`src/skt_pkg.sv`:
```
// Package with the sizes and state type of the sorted key table.
`default_nettype none
package skt_pkg;
  localparam int MAX_ENTRIES = 64;
  localparam int KEY_W       = 31;
  localparam int IDX_W       = $clog2(MAX_ENTRIES);
  localparam int CNT_W       = $clog2(MAX_ENTRIES + 1);
  localparam int SLOT_W      = 6;
  localparam int USED_W      = 7;

  typedef enum logic [2:0] {
    ST_IDLE,
    ST_SEARCH,
    ST_COMPARE,
    ST_DECIDE,
    ST_SHIFT,
    ST_SHIFT_WR,
    ST_RESULT
  } skt_state_e;
endpackage
`default_nettype wire

```
`src/skt_ram.sv`:
```
// Generic single-write, single-read RAM with a registered read port.
`default_nettype none
module skt_ram #(
  parameter int WIDTH  = 32,
  parameter int DEPTH  = 64,
  parameter int ADDR_W = $clog2(DEPTH)
) (
  input  wire logic              clk_i,
  input  wire logic              we_i,
  input  wire logic [ADDR_W-1:0] waddr_i,
  input  wire logic [WIDTH-1:0]  wdata_i,
  input  wire logic [ADDR_W-1:0] raddr_i,
  output logic      [WIDTH-1:0]  rdata_o
);
  logic [WIDTH-1:0] mem_q [DEPTH];

  always_ff @(posedge clk_i) begin
    if (we_i) begin
      mem_q[waddr_i] <= wdata_i;
    end
    rdata_o <= mem_q[raddr_i];
  end
endmodule
`default_nettype wire

```
`src/sorted_key_table_find_or_insert.sv`:
```
// Top level of the sorted key table: binary search find, shift-up insert.
//
// A request word is taken at a clock edge where start_i is high and busy_o is
// low. busy_o stays high until the result has been shown. The result word is
// on slot_index_o, was_created_o, table_full_o and entries_used_o for exactly
// one cycle, marked by done_o; the receiver cannot stall it.
// The keys live in one RAM with a registered read. Each probe of the binary
// search is a read (ST_SEARCH), then a compare (ST_COMPARE). A found key or a
// refused insert goes from ST_DECIDE straight to ST_RESULT. An insert also
// moves every entry from the slot upward up one place, each by a read
// (ST_SHIFT) and a write (ST_SHIFT_WR), then writes the new key in ST_SHIFT.
// The memory port pair sets this pace.
// A result word is shown in the cycle after the work ends, and a new request
// is taken in the cycle after done_o.
// Reset clears the entry count, so the table starts empty; the RAM needs no
// clearing because only entries below the count are ever used.
`default_nettype none
module sorted_key_table_find_or_insert import skt_pkg::*; (
  input  wire logic              clk_i,
  input  wire logic              rst_ni,
  input  wire logic              start_i,
  output logic                   busy_o,
  input  wire logic [KEY_W-1:0]  request_key_i,
  output logic                   done_o,
  output logic [SLOT_W-1:0]      slot_index_o,
  output logic                   was_created_o,
  output logic                   table_full_o,
  output logic [USED_W-1:0]      entries_used_o
);
  skt_state_e       state_q, state_d;
  logic [KEY_W-1:0] key_q;
  logic [CNT_W-1:0] count_q, lo_q, hi_q, mid_q, ptr_q;
  logic             eq_q, created_q, full_q;
  logic [CNT_W-1:0] mid;

  logic             ram_we;
  logic [IDX_W-1:0] ram_waddr, ram_raddr;
  logic [KEY_W-1:0] ram_wdata, ram_rdata;

  assign mid = lo_q + ((hi_q - lo_q) >> 1);

  skt_ram #(
    .WIDTH (KEY_W),
    .DEPTH (MAX_ENTRIES)
  ) u_store (
    .clk_i   (clk_i),
    .we_i    (ram_we),
    .waddr_i (ram_waddr),
    .wdata_i (ram_wdata),
    .raddr_i (ram_raddr),
    .rdata_o (ram_rdata)
  );

  always_comb begin
    state_d = state_q;
    case (state_q)
      ST_IDLE: begin
        if (start_i) begin
          state_d = ST_SEARCH;
        end
      end
      ST_SEARCH: begin
        state_d = (lo_q < hi_q) ? ST_COMPARE : ST_DECIDE;
      end
      ST_COMPARE: state_d = ST_SEARCH;
      ST_DECIDE: begin
        if (eq_q || count_q == CNT_W'(MAX_ENTRIES)) begin
          state_d = ST_RESULT;
        end else begin
          state_d = ST_SHIFT;
        end
      end
      ST_SHIFT: begin
        state_d = (ptr_q > lo_q) ? ST_SHIFT_WR : ST_RESULT;
      end
      ST_SHIFT_WR: state_d = ST_SHIFT;
      ST_RESULT:   state_d = ST_IDLE;
      default:     state_d = ST_IDLE;
    endcase
  end

  always_comb begin
    ram_we    = 1'b0;
    ram_waddr = IDX_W'(ptr_q);
    ram_wdata = ram_rdata;
    ram_raddr = IDX_W'(mid);
    case (state_q)
      ST_SHIFT: begin
        ram_raddr = IDX_W'(ptr_q - CNT_W'(1));
        if (ptr_q <= lo_q) begin
          ram_we    = 1'b1;
          ram_waddr = IDX_W'(lo_q);
          ram_wdata = key_q;
        end
      end
      ST_SHIFT_WR: ram_we = 1'b1;
      default: begin
      end
    endcase
  end

  always_ff @(posedge clk_i or negedge rst_ni) begin
    if (!rst_ni) begin
      state_q   <= ST_IDLE;
      key_q     <= '0;
      count_q   <= '0;
      lo_q      <= '0;
      hi_q      <= '0;
      mid_q     <= '0;
      ptr_q     <= '0;
      eq_q      <= 1'b0;
      created_q <= 1'b0;
      full_q    <= 1'b0;
    end else begin
      state_q <= state_d;
      case (state_q)
        ST_IDLE: begin
          if (start_i) begin
            key_q     <= request_key_i;
            lo_q      <= '0;
            hi_q      <= count_q;
            eq_q      <= 1'b0;
            created_q <= 1'b0;
            full_q    <= 1'b0;
          end
        end
        ST_SEARCH: mid_q <= mid;
        ST_COMPARE: begin
          if (ram_rdata < key_q) begin
            lo_q <= mid_q + CNT_W'(1);
          end else begin
            hi_q <= mid_q;
            eq_q <= (ram_rdata == key_q);
          end
        end
        ST_DECIDE: begin
          ptr_q <= count_q;
          if (!eq_q && count_q == CNT_W'(MAX_ENTRIES)) begin
            full_q <= 1'b1;
          end
        end
        ST_SHIFT: begin
          if (ptr_q <= lo_q) begin
            count_q   <= count_q + CNT_W'(1);
            created_q <= 1'b1;
          end
        end
        ST_SHIFT_WR: ptr_q <= ptr_q - CNT_W'(1);
        default: begin
        end
      endcase
    end
  end

  always_comb begin
    busy_o         = (state_q != ST_IDLE);
    done_o         = (state_q == ST_RESULT);
    slot_index_o   = full_q ? '0 : SLOT_W'(lo_q);
    was_created_o  = created_q;
    table_full_o   = full_q;
    entries_used_o = USED_W'(count_q);
  end
endmodule
`default_nettype wire

```
`config.mk`:
```
export PLATFORM = sky130hd
export DESIGN_NAME = sorted_key_table_find_or_insert
export DESIGN_NICKNAME = d
export VERILOG_FILES = /design/src/skt_pkg.sv /design/src/skt_ram.sv /design/src/sorted_key_table_find_or_insert.sv
export SDC_FILE = /design/constraint.sdc
export NUM_CORES = 2
export LEC_CHECK = 0
export ABC_AREA = 1
export ABC_CLOCK_PERIOD_IN_PS = 9000
export BUFFER_PORTS_ARGS = -buffer_cell sky130_fd_sc_hd__buf_2
export CORE_MARGIN = 2
export CORE_UTILIZATION = 45
export CTS_CLUSTER_DIAMETER = 80
export DETAILED_ROUTE_END_ITERATION = 8
export GPL_ROUTABILITY_DRIVEN = 0
export HOLD_SLACK_MARGIN = 0.06
export PLACE_DENSITY = 0.56
export SLEW_MARGIN = 20
export SYNTH_ARGS = -nofsm -noshare
export SYNTH_HDL_FRONTEND = slang
export SYNTH_SLANG_ARGS = --single-unit
export TNS_END_PERCENT = 30
```
`constraint.sdc`:
```
create_clock -name clk_i -period 9 [get_ports clk_i]
set_clock_uncertainty 0.2 [all_clocks]
set_input_delay 1.35 -clock clk_i [delete_from_list [all_inputs] [get_ports clk_i]]
set_output_delay 1.35 -clock clk_i [all_outputs]
set_load 0.02 [all_outputs]
```
-- After elaboration in Yosys (flattened, before gate mapping)
Memory sizes are Yosys's and may differ from the RTL's. A register that Yosys moved wholly into a read port is not among the register bits.
Index checks and enable logic that the tools add are counted.
- bits in registers: 72
- memory bits (writable): 1984
- bits of input ports: 34
- output and inout bits: 17
- memories: 1
- memories (name ; depth ; width ; read ports ; clocked after Yosys merged registers in ; wr ports ; line ; text):
    u_store.mem_q ; 64 ; 31 ; 1 ; 1 ; 1 ; skt_ram.sv:15 ; logic [WIDTH-1:0] mem_q [DEPTH];
- $add $sub $neg: 5
- magnitude comparators: 4
- equality and inequality tests: 13
- mux-type cells: 29
- reduce and logical (&&, ||, !) cells: 15
- operators with widths (cell ; count):
    31-bit 2-to-1 mux ; 2
    7-bit case mux with 2 select lines ; 3
    31-bit equality test ; 1
    31-bit less-than comparator ; 1
    7-bit 2-to-1 mux ; 4
    6-bit 2-to-1 mux ; 4
    3-bit case mux with 6 select lines ; 1
    7-bit by 1-bit adder with 7-bit output (second input constant) ; 2
    3-bit AND reduction ; 4
    2-bit inequality test (second input constant) ; 5
    3-bit equality test (second input constant) ; 3
    1-bit 2-to-1 mux ; 8
    1-bit case mux with 2 select lines ; 4
    2-bit nonzero test ; 4
    7-bit by 6-bit adder with 7-bit output ; 1
    7-bit equality test (second input constant) ; 1
    7-bit > comparator ; 1
    7-bit <= comparator ; 1
    7-bit less-than comparator ; 1
    7-bit by 1-bit subtractor with 7-bit output (second input constant) ; 1
    7-bit subtractor ; 1
    3-bit by 2-bit equality test with 1-bit output (second input constant) ; 2
    2-bit 2-to-1 mux ; 2
    2-bit AND reduction ; 2
    other kinds (7) ; 7

-- Longest topological paths before layout
- depth in word-level cells: 5
- depth in mapped cells: 21
- mapped depth without buffers: 20

-- Cells and area by module
Synthesis repeated with hierarchy kept, for this count alone.
- cell total of the unflattened synthesis: 7440
- area, all modules: 85619.6 µm²
- modules (own cells, without submodules) (module ; times used ; cells an instance ; area an instance (µm²) ; seq. area each (µm²)):
    skt_ram ; 1 ; 6726 ; 80462.2 ; 60197.7
    sorted_key_table_find_or_insert ; 1 ; 714 ; 5157.4 ; 1801.7

-- Worst setup path before layout
OpenSTA, ideal clock, no wires.
- kind: reg2reg
- start: register lo_q[1]
- end: memory u_store.mem_q[0][1] in the netlist's numbering (data pin)
- data arrival time: 4342 ps
- path slack: 3756 ps
- stages on the path, launching flop included: 13
- buffers on the path: 3
- clock period less this slack: 5244 ps
- cell sequence: dfrtp_1 > inv_1 > ha_1 > nand2_1 > o21ai_0 > nand2_1 > nand2_1 > nand2_1 > nand2_1 > buf_2 > buf_2 > clkbuf_1 > o21ai_0
- word-level cells in the longest chain between the ends: 3
- ends and longest elaborated chain (element ; line ; text):
    start: declaration ; sorted_key_table_find_or_insert.sv:32 ; logic [CNT_W-1:0] count_q, lo_q, hi_q, mid_q, ptr_q;
    start signal: assignment ; sorted_key_table_find_or_insert.sv:130 ; lo_q <= mid_q + CNT_W'(1);
    7-bit <= comparator ; sorted_key_table_find_or_insert.sv:90 ; if (ptr_q <= lo_q) begin
    31-bit 2-to-1 mux ; sorted_key_table_find_or_insert.sv:90 ;
    31-bit 2-to-1 mux ; sorted_key_table_find_or_insert.sv:87 ; case (state_q)
    via ram_wdata[1] ; sorted_key_table_find_or_insert.sv:38 ; logic [KEY_W-1:0] ram_wdata, ram_rdata;
    end: declaration ; skt_ram.sv:15 ;
The timed path passes the listed nets, and every way through them passes these cells.

-- Final worst setup path
- start: register lo_q[0]
- end: register u_store.rdata_o[12], read port of u_store.mem_q
- word-level cells in the longest chain between the ends: 3
- ends and longest elaborated chain (element ; line ; text):
    7-bit subtractor ; sorted_key_table_find_or_insert.sv:40 ; assign mid = lo_q + ((hi_q - lo_q) >> 1);
    7-bit by 6-bit adder with 7-bit output (*) ; sorted_key_table_find_or_insert.sv:40 ;
    6-bit 2-to-1 mux (*) ; sorted_key_table_find_or_insert.sv:87 ;
    end: declaration ; skt_ram.sv:13 ; output logic [WIDTH-1:0] rdata_o
Mark *: on every way between the ends. The rest lies on a longest branch, timed or not.
A chain may end at the register's enable or synchronous reset.

==> results.ini <==
[outcome]
outcome=finished, final reports clean

[floorplanning]
die_w_um=457
die_height_um=457
ioPinCount=51
coreArea_sq_um=204000
fp-row-count=166
design.die.area_sq_um=209000
start_util=0.452

[clock_network]
clk_latency_ns=0.88
htreeDepth=4
root_buffer=clkbuf_16
cts_setup_buffers=0
ctsResizeCount=0
cts_buffer_depth=3
cts_num_sinks=2087
cts_made_buffers=219
cts_hold_buf=0
cts_tree=yes
clk_pin_slew_ns=0.06

[route]
viasPerCell=5.42
drtIter0Drc=7855
drc=0
firstDrtPassIters=6
ant_nets=0
vias=64698
wire_per_inst_um=24.4
drt_wl_total_um=291000

[global_routing]
grt_max_degree=177
grt_overflow=0
grt_pass1_wl_um=419000
grt_pass1_vias=59555
track_usage=0.274
antenna_found_initial=10

[setup_path]
crit_path_frequent_cell=nand3_1
criticalPathCategory=reg2reg
worst_setup_path_end_kind=flip-flop
path_cells=ha_1, inv_1, fa_1, ha_1, inv_1, fa_1, nand2_1, o21ai_4, buf_12, buf_4, nand3_1, nand3_1, nand3_1, nand3_1, nand3_1, nand2_1
arrival_ns=6.31
cp.required_ns=9.60
r2r_slack_ns=3.28
critPathSlowestCell=buf_4
startpoint_type=flip-flop
cpPeakStageDelay_ns=0.94
worstPathMaxFanout=128

[synth]
yosys_warnings=0
synth_top_family_by_area=simple AND/OR/NAND/NOR gates
ys_seq_area_frac=0.671
syn-num-nets=9198
synthSimpleGateAreaFrac=0.208
synth-async-reset-ratio=0.0345
synth_cell_types=39
synthMuxAreaShare=0.000122
synthAdderAreaFrac=0.00788
netlist_instances=9107
synth_area_per_cell_sq_um=10.1
synth-seq-cells=2087
synth_edf_count=1984
synth_compound_area_frac=0.00866
synth_xor_area_frac=0.00171
syn-cell-area_sq_um=92400
ys.flop_type=edfxtp_1

[final_layout]
multiInputGateArea_sq_um=21800
seqCellArea_sq_um=62000
syn_to_final_growth_pct=12.1
finalNonFillerCells=11946
fillers=18320
drive_above_1_share=0.0709
layout.nets=9155

[sta]
post-route-period-util=0.635
worstMarginPinSlew_ns=1.18
hold_viol=0
setup_tns_ns=0
fmax_mhz=175
maxSlewHeadroom=0.209
fin_crit_ns=5.72
drv_slew=0
setup_viol=0
rsz0062_at_grt=false

[placement]
io_buffers=50
placed_cells=11530
dp_hpwl_um=159000

[run]
drv_cap=0

[min_path]
hold_class=in2async

layer usage:
layer	GRT usage	share of wire	vias to the layer above
met4	0.0911	0.033	6
met5	0	0.00012	-
li1	-	-	29532
met1	0.395	0.42	31862
met2	0.420	0.45	2898
met3	0.0496	0.093	400
sequential cells by signal, summed over array words and instances (netlist names):
name	flops
entries_used_o	7
eq_q	1
mid_q	7
u_store.rdata_o	31
key_q	31
was_created_o	1
table_full_o	1
hi_q	7
state_q	3
u_store.mem_q	1984
lo_q	7
ptr_q	7
cell usage in the layout (no fill, tap or decap), types with 3 or more instances in the layout:
cell type / netlist / final
o21ai_2: 9 / 6
inv_2: 5 / 4
o211ai_1: 3 / 3
nand2_4: 0 / 4
xor2_1: 14 / 14
nor2_4: 1 / 65
o221ai_1: 4 / 4
clkbuf_8: 0 / 13
buf_2: 303 / 49
clkinvlp_4: 0 / 3
a21oi_1: 30 / 29
nand4_1: 16 / 16
dfrtp_1: 72 / 72
inv_6: 0 / 8
ha_1: 55 / 55
buf_4: 2 / 132
nor2_1: 94 / 30
clkinv_8: 0 / 5
buf_16: 0 / 5
nand3_1: 2135 / 2133
o21ai_0: 93 / 61
o21ai_4: 0 / 35
xnor2_1: 4 / 4
inv_1: 1946 / 1946
clkbuf_1: 122 / 44
clkinv_4: 0 / 3
clkbuf_16: 0 / 221
nor3_1: 5 / 5
clkinv_2: 0 / 47
dfxtp_1: 31 / 31
edfxtp_1: 1984 / 1984
nor4_1: 3 / 3
nand2_1: 2113 / 2109
buf_12: 0 / 19
bufinv_16: 0 / 25
clkinv_1: 3 / 39
diode_2: 0 / 8
layout make-up:
type / count / share of cell area
multi-input combinational: 4596 / 0.211
antenna: 8 / 0.000193
timing repair buffer: 205 / 0.0169
inverter: 1955 / 0.0710
clock inverter: 129 / 0.0132
sequential: 2087 / 0.599
clock buffer: 278 / 0.0567
tap: 2688 / 0.0325
cells by family after synthesis:
family	after synthesis
fa+ha+maj	57
xor+xnor	18
buf+inv	2424
compound gates	145
flops	2087
simple gates	4375
mux	1
critical path, delay by kind of cell (launching register included):
family          cells  cell delay, ns
flops               1            0.46
buf+inv             4            1.68
compound gates      1            0.35
simple gates        7            1.45
fa+ha+maj           4            1.42
cell usage after synthesis (2+ instances only):
master,count,share of area
a21oi_1,30,0.0016
and3_1,2,0.00014
buf_1,42,0.0017
buf_2,303,0.016
buf_4,2,0.00016
clkbuf_1,122,0.0050
clkinv_1,3,0.00012
dfrtp_1,72,0.020
dfxtp_1,31,0.0067
edfxtp_1,1984,0.65
fa_1,2,0.00043
ha_1,55,0.0075
inv_1,1946,0.079
inv_2,5,0.00020
nand2_1,2113,0.086
nand2_2,2,0.00014
nand3_1,2135,0.12
nand4_1,16,0.0011
nor2_1,94,0.0038
nor3_1,5,0.00027
nor4_1,3,0.00020
o211ai_1,3,0.00024
o21a_1,2,0.00016
o21ai_0,93,0.0050
o21ai_2,9,0.00085
o221ai_1,4,0.00038
xnor2_1,4,0.00038
xor2_1,14,0.0013
through the flow:
step	utilization	worst slack (ns)	hold slack [ns]	instance area [sq um]
2_1_floorplan	-	3.76	0.242	92400
3_3_place_gp	0.470	3.29	0.262	96100
3_5_place_dp	0.471	3.38	0.263	96200
4_1_cts	0.506	3.36	0.162	103000
5_1_grt	0.506	3.09	0.218	104000
6_report	0.507	3.28	0.214	104000
path summary, 6_finish.rpt:
check	from	to	depth (start not counted)
min in group clk_i	hi_q[0]	hi_q[0]	2
min reg2reg	hi_q[0]	hi_q[0]	2
max	lo_q[0]	u_store.rdata_o[12]	16
min	rst_ni	entries_used_o[6]	1
max reg2reg	lo_q[0]	u_store.rdata_o[12]	16
max in group asynchronous	rst_ni	key_q[15]	2
Power is not shown: default switching activity piles up to over one toggle a cycle in this logic, so the estimate is an artifact.
